<file path="src/hdl/lip_pkg.sv">
package lip_pkg;

   localparam int SAMPLE_W      = 32;
   localparam int COEF_W        = 16;
   localparam int COEF_SLOTS    = 4;
   localparam int CFG_W         = COEF_W * COEF_SLOTS;
   localparam int SHIFT_W       = 4;
   localparam int CSR_ADDR_W    = 2;
   localparam int PROD_W        = SAMPLE_W + COEF_W;
   localparam int TERM_W        = PROD_W + 1;
   localparam int DEFAULT_ORDER = 4;

   localparam logic [SAMPLE_W-1:0] SAMPLE_MAX = {1'b0, {(SAMPLE_W-1){1'b1}}};
   localparam logic [SAMPLE_W-1:0] SAMPLE_MIN = {1'b1, {(SAMPLE_W-1){1'b0}}};

   typedef enum logic [CSR_ADDR_W-1:0] {
      CSR_DIRECTION = 2'd0,
      CSR_SHIFT     = 2'd1,
      CSR_FF_COEFS  = 2'd2,
      CSR_FB_COEFS  = 2'd3
   } csr_index_type;

   typedef struct packed {
      logic signed [COEF_W-1:0] a;
      logic signed [COEF_W-1:0] b;
   } tap_coef_type;

   function automatic logic signed [COEF_W-1:0] coef_at(input logic [CFG_W-1:0] word,
                                                        input int tap);
      logic signed [COEF_W-1:0] c;
      c = '0;
      if (tap < COEF_SLOTS) begin
         c = word[COEF_W*tap +: COEF_W];
      end
      return c;
   endfunction

endpackage

</file>
<file path="src/hdl/lip_tap_cell.sv">
module lip_tap_cell
   import lip_pkg::*;
(
   input  logic                       clock,
   input  logic                       reset,
   input  logic                       advance,
   input  logic signed [SAMPLE_W-1:0] prev_plain,
   input  logic signed [SAMPLE_W-1:0] prev_coded,
   input  tap_coef_type               coefs,
   output logic signed [SAMPLE_W-1:0] plain_out,
   output logic signed [SAMPLE_W-1:0] coded_out,
   output logic signed [TERM_W-1:0]   term_out
);

   logic signed [SAMPLE_W-1:0] plain_ff, plain_in;
   logic signed [SAMPLE_W-1:0] coded_ff, coded_in;
   logic signed [TERM_W-1:0]   term_ff, term_in;
   logic signed [PROD_W-1:0]   prod_a, prod_b;

   always_comb begin
      plain_in = advance ? prev_plain : plain_ff;
      coded_in = advance ? prev_coded : coded_ff;
      prod_a   = coefs.a * plain_in;
      prod_b   = coefs.b * coded_in;
      term_in  = TERM_W'(prod_a) - TERM_W'(prod_b);
   end

   always_ff @(posedge clock) begin
      if (reset) begin
         plain_ff <= '0;
         coded_ff <= '0;
         term_ff  <= '0;
      end else begin
         plain_ff <= plain_in;
         coded_ff <= coded_in;
         term_ff  <= term_in;
      end
   end

   assign plain_out = plain_ff;
   assign coded_out = coded_ff;
   assign term_out  = term_ff;

endmodule

</file>
<file path="config.mk">
export PLATFORM = sky130hd
export DESIGN_NAME = lip_tap_cell
export DESIGN_NICKNAME = d
export VERILOG_FILES = /design/src/hdl/lip_pkg.sv /design/src/hdl/lip_tap_cell.sv
export SDC_FILE = /design/constraint.sdc
export NUM_CORES = 2
export LEC_CHECK = 0
export ABC_AREA = 0
export BUFFER_PORTS_ARGS = -buffer_cell sky130_fd_sc_hd__buf_2
export CAP_MARGIN = 20
export CELL_PAD_IN_SITES_DETAIL_PLACEMENT = 0
export CELL_PAD_IN_SITES_GLOBAL_PLACEMENT = 1
export CORE_AREA = 5 5 305 307
export DETAILED_ROUTE_END_ITERATION = 8
export DIE_AREA = 0 0 310 312
export MAX_ROUTING_LAYER = met4
export PLACE_DENSITY_LB_ADDON = 0.12
export SYNTH_ARGS = -nofsm -noshare
export SYNTH_HDL_FRONTEND = slang
export SYNTH_SLANG_ARGS = --single-unit
export TNS_END_PERCENT = 5
</file>
<file path="constraint.sdc">
create_clock -name clock -period 10.5 [get_ports clock]
set_input_delay 2.1 -clock clock [delete_from_list [all_inputs] [get_ports clock]]
set_output_delay 2.1 -clock clock [all_outputs]
set_load 0.02 [all_outputs]
</file>
==> run metrics <==
Filler cells=8830; Finished Cell Area=0.0431 mm²; clock slew at reported path FFs=approximately 0.070 ns; Synth Flop Type=dfxtp_1; Core ar.=0.0897 mm²; die width=310 µm; register bit total from synthesis=113; Synth cell types=75; Detailed Route Iter0 Violations=around 1200; vias in the first global route=between 30000 and 40000; sequential area share after synthesis=5.64%; Worst EP arrival=between 10 and 15 ns; H-tree levels=4; Tmin final=9.82 ns; Post-Syn Area=approximately 0.04 mm²; drt via density=4.95; TritonRoute pass-1 iters=5; CTS Buffer Depth=2; Hold Buf Count CTS=0; syn_area_per_cell=about 9.4 µm²; slew at the pin closest to its max-slew limit=0.823 ns; initial antenna violation count=3; WL final=116000 µm; first-pass GRT wire length=182000 µm; Pins Over Slew Limit=0; cts repair resizes=0; cell mode on critical path=fa_1; # DRC=0; Post-DRT Antenna Nets=0; DP Wirelength=between 100000 and 150000 µm; CTS Sinks=113; async set-reset flop share out of synthesis=0%; Die Y=312 µm; WS Path Type=input pin to flop; max incr delay on CP=roughly 0.57 ns; area delta synth->final=7.49%; nature of the critical path endpoint=flop; GP Congestion=0.908; Slowest-stage cell, CP=a311oi_2; maximum fanout along the worst path=34; post-route setup TNS=0 ns; TritonCTS clock tree=done; number of synthesized flops with an enable pin=0; CP Data Required Time=around 11 ns; Synth area leaders=fa_1 (53%), inv_1 (10%), and2_1 (7.5%), ha_1 (6.5%), dfxtp_1 (5.6%); Fin Clk Skew=0.0212 ns; final setup violation count=0; Total Routing Usage GR=roughly a quarter; Max-Cap Viols=0; Final Cycle Share=roughly 94%; top cell type's share of synthesized area=53.3%; grt total ovfl=0; final hold violation count=0; cell taking the most area after synthesis=fa_1; Initial Util=44.7%; Root Driver=clkbuf_16; Synth Net Count=5625; Row Count=110; nets=5745; Worst-Skew Late Latency=approximately 0.53 ns; layout cells sized above 1=9.72%; fmax=102 MHz; DR WL/cell=20.9 µm; number of buffers added for setup after CTS=0; Slew HR=45.1%; Worst Setup Start Kind=input pin; die area=0.0967 mm²; PortBufs=211; crit path setup slack, layout=0.679 ns; Syn Inst Count=4248; via count=27500; largest net degree at the start of global routing=67; Setup WS pre-CTS=0.151 ns; status=completed; Buffers & Inverters on Critical Path=7; RSZ-0062 raised after global routing=no; Ports=between 200 and 250; placed cell areas=0.0426 mm²; number of buffers created by CTS=17; HP Class=flop to flop; Ys Warns=0; CP delay by family, top=adder cells
==> cell usage after synthesis (all sizes together), types with 6 or more instances <==
library cell / count
o21ai: 29
nor2: 131
a21oi: 58
nand4: 7
nor2b: 116
mux2i: 16
nor3: 16
ha: 209
and2: 483
buf: 27
a31oi: 10
dfxtp: 113
fa: 1069
xor2: 13
clkbuf: 172
xnor2: 34
mux2: 70
nand3: 18
nand2: 467
inv: 1087
nand2b: 15
a21o: 21
o211ai: 6
==> sequential cells by signal (all words and copies together), names as in the netlist <==
register   cells
plain_out     32
term_out      49
coded_out     32
==> kinds of logic after synthesis <==
kind of cell,Yosys count,share of synthesized area (%)
buffers and inverters,1287,12.2
adder cells (fa/ha/maj),1278,59.8
AND/OR/NAND/NOR,1275,16.2
AO/OA/AOI/OAI,161,2.74
flip-flops,113,5.64
multiplexers,86,2.36
XOR/XNOR,48,1.08
==> worst min-delay path, cell delays in order, from the launching register on <==
cell     delay (ns)
dfxtp_1        0.34
mux2i_1        0.12
nor2_1         0.09
==> stage by stage <==
step	utilization (%)	instances	hold slack, ns
after detailed placement	47.4	5525	0.561
after global placement	47.4	5525	0.557
final	48.1	5559	0.585
after floorplan	-	4248	0.636
after CTS	48.1	5557	0.589
after global routing	48.1	5557	0.648
==> placed cells by master, fill, tap and decap left out, types with 4 or more instances in the layout <==
| master | netlist | final |
|---|---|---|
| inv_1 | 1087 | 1087 |
| fa_1 | 1069 | 1069 |
| and2_1 | 483 | 483 |
| nand2_1 | 466 | 466 |
| ha_1 | 209 | 209 |
| buf_2 | 18 | 209 |
| nor2_1 | 130 | 130 |
| nor2b_1 | 116 | 116 |
| dfxtp_1 | 113 | 113 |
| buf_4 | 3 | 89 |
| mux2_2 | 65 | 65 |
| a21oi_1 | 54 | 54 |
| xnor2_1 | 34 | 34 |
| o21ai_0 | 20 | 20 |
| a21o_1 | 18 | 18 |
| nand3_1 | 17 | 17 |
| clkbuf_16 | 0 | 17 |
| nor3_1 | 16 | 16 |
| mux2i_1 | 16 | 15 |
| nand2b_1 | 15 | 15 |
| xor2_1 | 13 | 13 |
| o21ai_1 | 9 | 9 |
| a31oi_1 | 9 | 9 |
| inv_6 | 0 | 8 |
| nand4_1 | 6 | 6 |
| o211ai_1 | 5 | 5 |
| mux2_1 | 5 | 5 |
| a21oi_2 | 4 | 4 |
| and3_1 | 4 | 4 |
| or3_1 | 4 | 4 |
==> metal layers <==
metal / wire [µm] / vias to the layer above / track usage [%]
li1: - / 12400 / -
met1: 43300 / 14500 / 29.3
met2: 64200 / 524 / 47.0
met3: 3370 / 158 / 2.42
met4: 5320 / 0 / 9.82
met5: 0 / - / -
==> layout make-up <==
type | instances | area [µm²] | share of cell area (%)
Antenna cell | 2 | 5.00 | 0.0116
Multi-Input combinational cell | 2848 | 33000 | 76.5
Inverter | 1088 | 4080 | 9.46
Clock buffer | 17 | 425 | 0.986
Clock inverter | 15 | 159 | 0.368
Timing Repair Buffer | 300 | 1750 | 4.07
Tap cell | 1176 | 1470 | 3.41
Sequential cell | 113 | 2260 | 5.24
==> path summary, 6_finish.rpt <==
path                       startpoint                      end  slack, ns  cells after the start
max                           advance  term_out[39]$_SDFF_PP0_       0.68                     26
min           coded_out[0]$_SDFF_PP0_  coded_out[0]$_SDFF_PP0_       0.58                      2
max reg2reg  plain_out[16]$_SDFF_PP0_  term_out[39]$_SDFF_PP0_       2.46                     25
min reg2reg   coded_out[0]$_SDFF_PP0_  coded_out[0]$_SDFF_PP0_       0.58                      2
Power is left out: the tool's default activity adds up to more than one toggle a clock period on the data nets, which glitch-free logic cannot reach.
