$ cat config.mk
export PLATFORM = sky130hd
export DESIGN_NAME = lip_quant
export DESIGN_NICKNAME = d
export VERILOG_FILES = /design/src/hdl/lip_pkg.sv /design/src/hdl/lip_quant.sv
export SDC_FILE = /design/constraint.sdc
export NUM_CORES = 1
export LEC_CHECK = 0
export ABC_AREA = 1
export BUFFER_PORTS_ARGS = -buffer_cell sky130_fd_sc_hd__buf_4
export CAP_MARGIN = 20
export CORE_MARGIN = 1.5
export CORE_UTILIZATION = 62
export DETAILED_ROUTE_END_ITERATION = 12
export PLACE_DENSITY = 0.83
export SKIP_LAST_GASP = 1
export SYNTH_ARGS = -nofsm -noshare
export SYNTH_HDL_FRONTEND = slang
export SYNTH_SLANG_ARGS = --single-unit
$ cat constraint.sdc
create_clock -name vclk -period 7.3
set_clock_uncertainty 0.1 [all_clocks]
set_input_delay 1.46 -clock vclk [all_inputs]
set_output_delay 1.46 -clock vclk [all_outputs]
set_load 0.1 [all_outputs]
$ cat src/hdl/lip_pkg.sv
package lip_pkg;

   localparam int SAMPLE_W      = 32;
   localparam int COEF_W        = 16;
   localparam int COEF_SLOTS    = 4;
   localparam int CFG_W         = COEF_W * COEF_SLOTS;
   localparam int SHIFT_W       = 4;
   localparam int CSR_ADDR_W    = 2;
   localparam int PROD_W        = SAMPLE_W + COEF_W;
   localparam int TERM_W        = PROD_W + 1;
   localparam int DEFAULT_ORDER = 4;

   localparam logic [SAMPLE_W-1:0] SAMPLE_MAX = {1'b0, {(SAMPLE_W-1){1'b1}}};
   localparam logic [SAMPLE_W-1:0] SAMPLE_MIN = {1'b1, {(SAMPLE_W-1){1'b0}}};

   typedef enum logic [CSR_ADDR_W-1:0] {
      CSR_DIRECTION = 2'd0,
      CSR_SHIFT     = 2'd1,
      CSR_FF_COEFS  = 2'd2,
      CSR_FB_COEFS  = 2'd3
   } csr_index_type;

   typedef struct packed {
      logic signed [COEF_W-1:0] a;
      logic signed [COEF_W-1:0] b;
   } tap_coef_type;

   function automatic logic signed [COEF_W-1:0] coef_at(input logic [CFG_W-1:0] word,
                                                        input int tap);
      logic signed [COEF_W-1:0] c;
      c = '0;
      if (tap < COEF_SLOTS) begin
         c = word[COEF_W*tap +: COEF_W];
      end
      return c;
   endfunction

endpackage

$ cat src/hdl/lip_quant.sv
module lip_quant
   import lip_pkg::*;
#(
   parameter int ACC_W = TERM_W + 3
)
(
   input  logic signed [ACC_W-1:0]    acc,
   input  logic        [SHIFT_W-1:0]  shift,
   input  logic                       direction,
   input  logic signed [SAMPLE_W-1:0] sample,
   output logic        [SAMPLE_W-1:0] result,
   output logic                       overflow
);

   logic signed [ACC_W-1:0] q;
   logic signed [ACC_W:0]   wide;

   always_comb begin
      q    = acc >>> shift;
      wide = direction ? (ACC_W+1)'(sample) - (ACC_W+1)'(q)
                       : (ACC_W+1)'(sample) + (ACC_W+1)'(q);
      overflow = !((&wide[ACC_W:SAMPLE_W-1]) || !(|wide[ACC_W:SAMPLE_W-1]));
      if (overflow) begin
         result = wide[ACC_W] ? SAMPLE_MIN : SAMPLE_MAX;
      end else begin
         result = wide[SAMPLE_W-1:0];
      end
   end

endmodule

==> out/metrics.cfg, run 1 <==
[logic_synthesis]
ys_warn_count=0
syn-cell-area_um2=8510
syn_nets=1923
syn-instance-count=1780
ys_types=43
yosysSeqAreaShare_pct=0
synth_area_per_cell_um2=4.78

[placed_design]
numPortBuffers=122
dpl.hpwl_um=31300
place.gp.congestion=1.09

[floorplanning]
die_y_um=120
die_x_um=120
ioPinCount=122
start_util_pct=64.0
rows=42

[cts]
hold_buffers=0
ctsResizeCount=389
cts_setup_buffers=36

[run_status]
error=[ERROR DPL-0038] Utilization greater than 100%, impossible to legalize
status=aborted with a tool error
haltStage=4_1_cts

## metrics by stage
step	cells	setup TNS, ns	instance area [um2]	util (%)	setup slack (ns)
after global placement	2378	-26.83	12200	91.5	-0.868
after floorplan	1780	0	8620	-	0.00526
after detailed placement	2378	-37.47	12200	91.5	-1.21
## synthesized netlist by cell type, types with 7 or more instances
cell type  number  area share, %
xnor2_1        27            2.8
o21bai_1        9           0.79
inv_1         228             10
nand4_1        26            1.9
nand3_1       316             19
buf_1           8           0.35
nor2_1        159            7.0
xor2_1         52            5.4
a21oi_1        69            4.1
buf_6           7           0.93
o21ai_0        35            2.1
nor3_1         15           0.88
nand2_1       675             30
buf_2          22            1.3
clkbuf_1       13           0.57
ha_1           53            7.8
## cell families after synthesis
group	share of synthesized area (%)
compound gates	9.31
buf+inv	13.9
xor+xnor	8.13
fa+ha+maj	8.03
simple gates	60.6
==> run 2, diff against run 1 <==
--- a/config.mk
+++ b/config.mk
@@ -9,9 +9,9 @@
 export BUFFER_PORTS_ARGS = -buffer_cell sky130_fd_sc_hd__buf_4
 export CAP_MARGIN = 20
 export CORE_MARGIN = 1.5
-export CORE_UTILIZATION = 62
+export CORE_UTILIZATION = 40
 export DETAILED_ROUTE_END_ITERATION = 12
-export PLACE_DENSITY = 0.83
+export PLACE_DENSITY_LB_ADDON = 0.15
 export SKIP_LAST_GASP = 1
 export SYNTH_ARGS = -nofsm -noshare
 export SYNTH_HDL_FRONTEND = slang
==> out/metrics.cfg, run 2 <==
[finish]
n_sequential_cell=0
final_cell_area_um2=16200
final_cells=2600
final_cell_mix=buf_4 (521), nand2_1 (497), inv_1 (213), nand3_1 (201), nand2_2 (129)
antennaDiodeCount=0
syn_to_final_growth_pct=89.9
nClkBuffers=0
drive_above_1_share_pct=46.2
final_common_cell=buf_4
seqCellArea_um2=0
layout.nets=2470

[power]
power.density_nw_per_um2=161
p_seq_share_pct=0
switchingPower_uw=1500
clkPwrFrac_pct=0
combPwrFrac_pct=100.0
max-vdd-ir-drop_mv=0.103
switching_share_pct=57.8
leakagePower_uw=0.00854
intPower_uw=1100

[critical_path]
cp-start-kind=input pin
critPathTopFamily=simple AND/OR/NAND/NOR gates
cp_num_buf_inv=11
slowest_stage=ha_1
critPathMaxFanout=30
path_class=in2out
worst_setup_path_end_kind=primary output
crit_required_ns=5.74
cp_common_cell=nand2_2
cp.arrival_ns=6.41
critPathMaxStageDelay_ns=0.33

[sta]
maxSlewHeadroom_pct=70.7
fin_crit_ns=7.97
setup_ws_ns=-0.665
worst_pin_slew_ns=0.436
slew_violations=0
rsz0062_at_grt=true
max_freq_ghz=0.126
final.period_utilization_pct=109
hold_viol_final=0
finalSetupViolations=32

[route]
routedWlPerCell_um=16.9
drt_iter0_drc=981
drt_first_pass_iters=8
vias=14239
viasPerCell=5.48
ant_nets=0
drc=0
wirelength_um=43900

[logic_synthesis]
synth_area_per_cell_um2=4.78  ; unchanged
synth_common_cells=nand2_1 (675), nand3_1 (316), inv_1 (228), nor2_1 (159), a21oi_1 (69)
synth_area_leader_cell=nand2_1
yosysSeqAreaShare_pct=0  ; unchanged
synth_top_area_share_pct=29.8  ; unchanged
ys_warn_count=0  ; unchanged
synthTopCellsByArea=nand2_1 (30%), nand3_1 (19%), inv_1 (10%), ha_1 (7.8%), nor2_1 (7.0%)
syn-cell-area_um2=8510  ; unchanged
syn_nets=1923  ; unchanged
syn-instance-count=1780  ; unchanged
ys_types=43  ; unchanged
yosysMostFrequentCell=nand2_1

[placed_design]
numPortBuffers=122  ; unchanged
placed_area_um2=12600  ; +3.6%
place.gp.congestion=0.948  ; -13%
placed_cells=2512  ; +5.6%
dpl.hpwl_um=30000  ; -3.9%

[job]
drv_cap=0

[run_status]
status=finished, violations left
violations=negative setup slack

[global_route]
antenna_found_initial=0
gr-total-overflow=0
grt_max_degree=31
first_global_vias=13107
grt_pass1_wl_um=63000
gr-usage-all-layers_pct=34.9

[worst_hold_path]
hold_path_class=in2out

[floorplanning]
rows=53  ; +26%
die_area_um2=22200
die_x_um=149  ; +24%
die_y_um=149  ; +24%
coreArea_um2=21000
ioPinCount=122  ; unchanged
start_util_pct=40.6  ; -23 points

[cts]
hold_buffers=0  ; unchanged

==> run 2: cell counts after synthesis <==
Identical to the previous run, type by type.
==> run 2: stage by stage <==
stage                     setup slack, ns  setup TNS, ns  hold WS, ns  power [uW]  utilization [%]
after floorplan                   0.00526              0         3.35        1200                -
after global placement             -0.994         -31.05         3.44        1960             60.2
after detailed placement            -1.08         -33.41         3.47        1980             60.2
after CTS                          -0.339          -9.53         3.43        2350             71.4
after global routing               -0.871         -26.74         3.50        2760             77.1
final                              -0.665         -19.69         3.47        2600             77.1
==> run 2: per-layer routing <==
metal	routed length, um	vias up	GRT usage [%]
met1	17300	6491	41.9
met4	2470	0	12.6
met5	0	-	0
met3	2790	206	1.68
li1	-	6815	-
met2	21300	727	65.4
==> run 2: path summary, 6_finish.rpt <==
path                   from   endpoint  cells past startpoint
setup / recovery   shift[0]  result[6]                     38
hold / removal    sample[0]  result[0]                      7
==> run 2: area by class of cell <==
| cell class | instances | area, um2 |
|---|---|---|
| multi-input combinational | 1492 | 9460 |
| timing repair buffer | 601 | 5460 |
| fill | 1596 | 4790 |
| inverter | 232 | 905 |
| tap | 275 | 344 |
==> run 2: cell families after synthesis <==
kind of cell | after synthesis | synth area share (%)
buffers and inverters | 288 | 13.9
xor gates and xnor gates | 79 | 8.13
and+or+nand+nor | 1218 | 60.6
adders and majority gates | 54 | 8.03
AOI/OAI and AO/OA | 141 | 9.31
==> run 2: power groups by stage <==
stage	Combinational (uW)	Sequential [uW]	Clock, uW
after floorplan	1200	0	0
after global placement	1960	0	0
after detailed placement	1980	0	0
after CTS	2350	0	0
after global routing	2760	0	0
final	2600	0	0
==> run 2: repair_timing <==
action / in CTS / in global routing
setup endpoints to repair: 33 / 33
gates cloned: 14 / 1
setup buffers: 59 / 21
resized for setup: 403 / 290
pin swaps: 98 / 147
(Power assumes the default switching activity.)
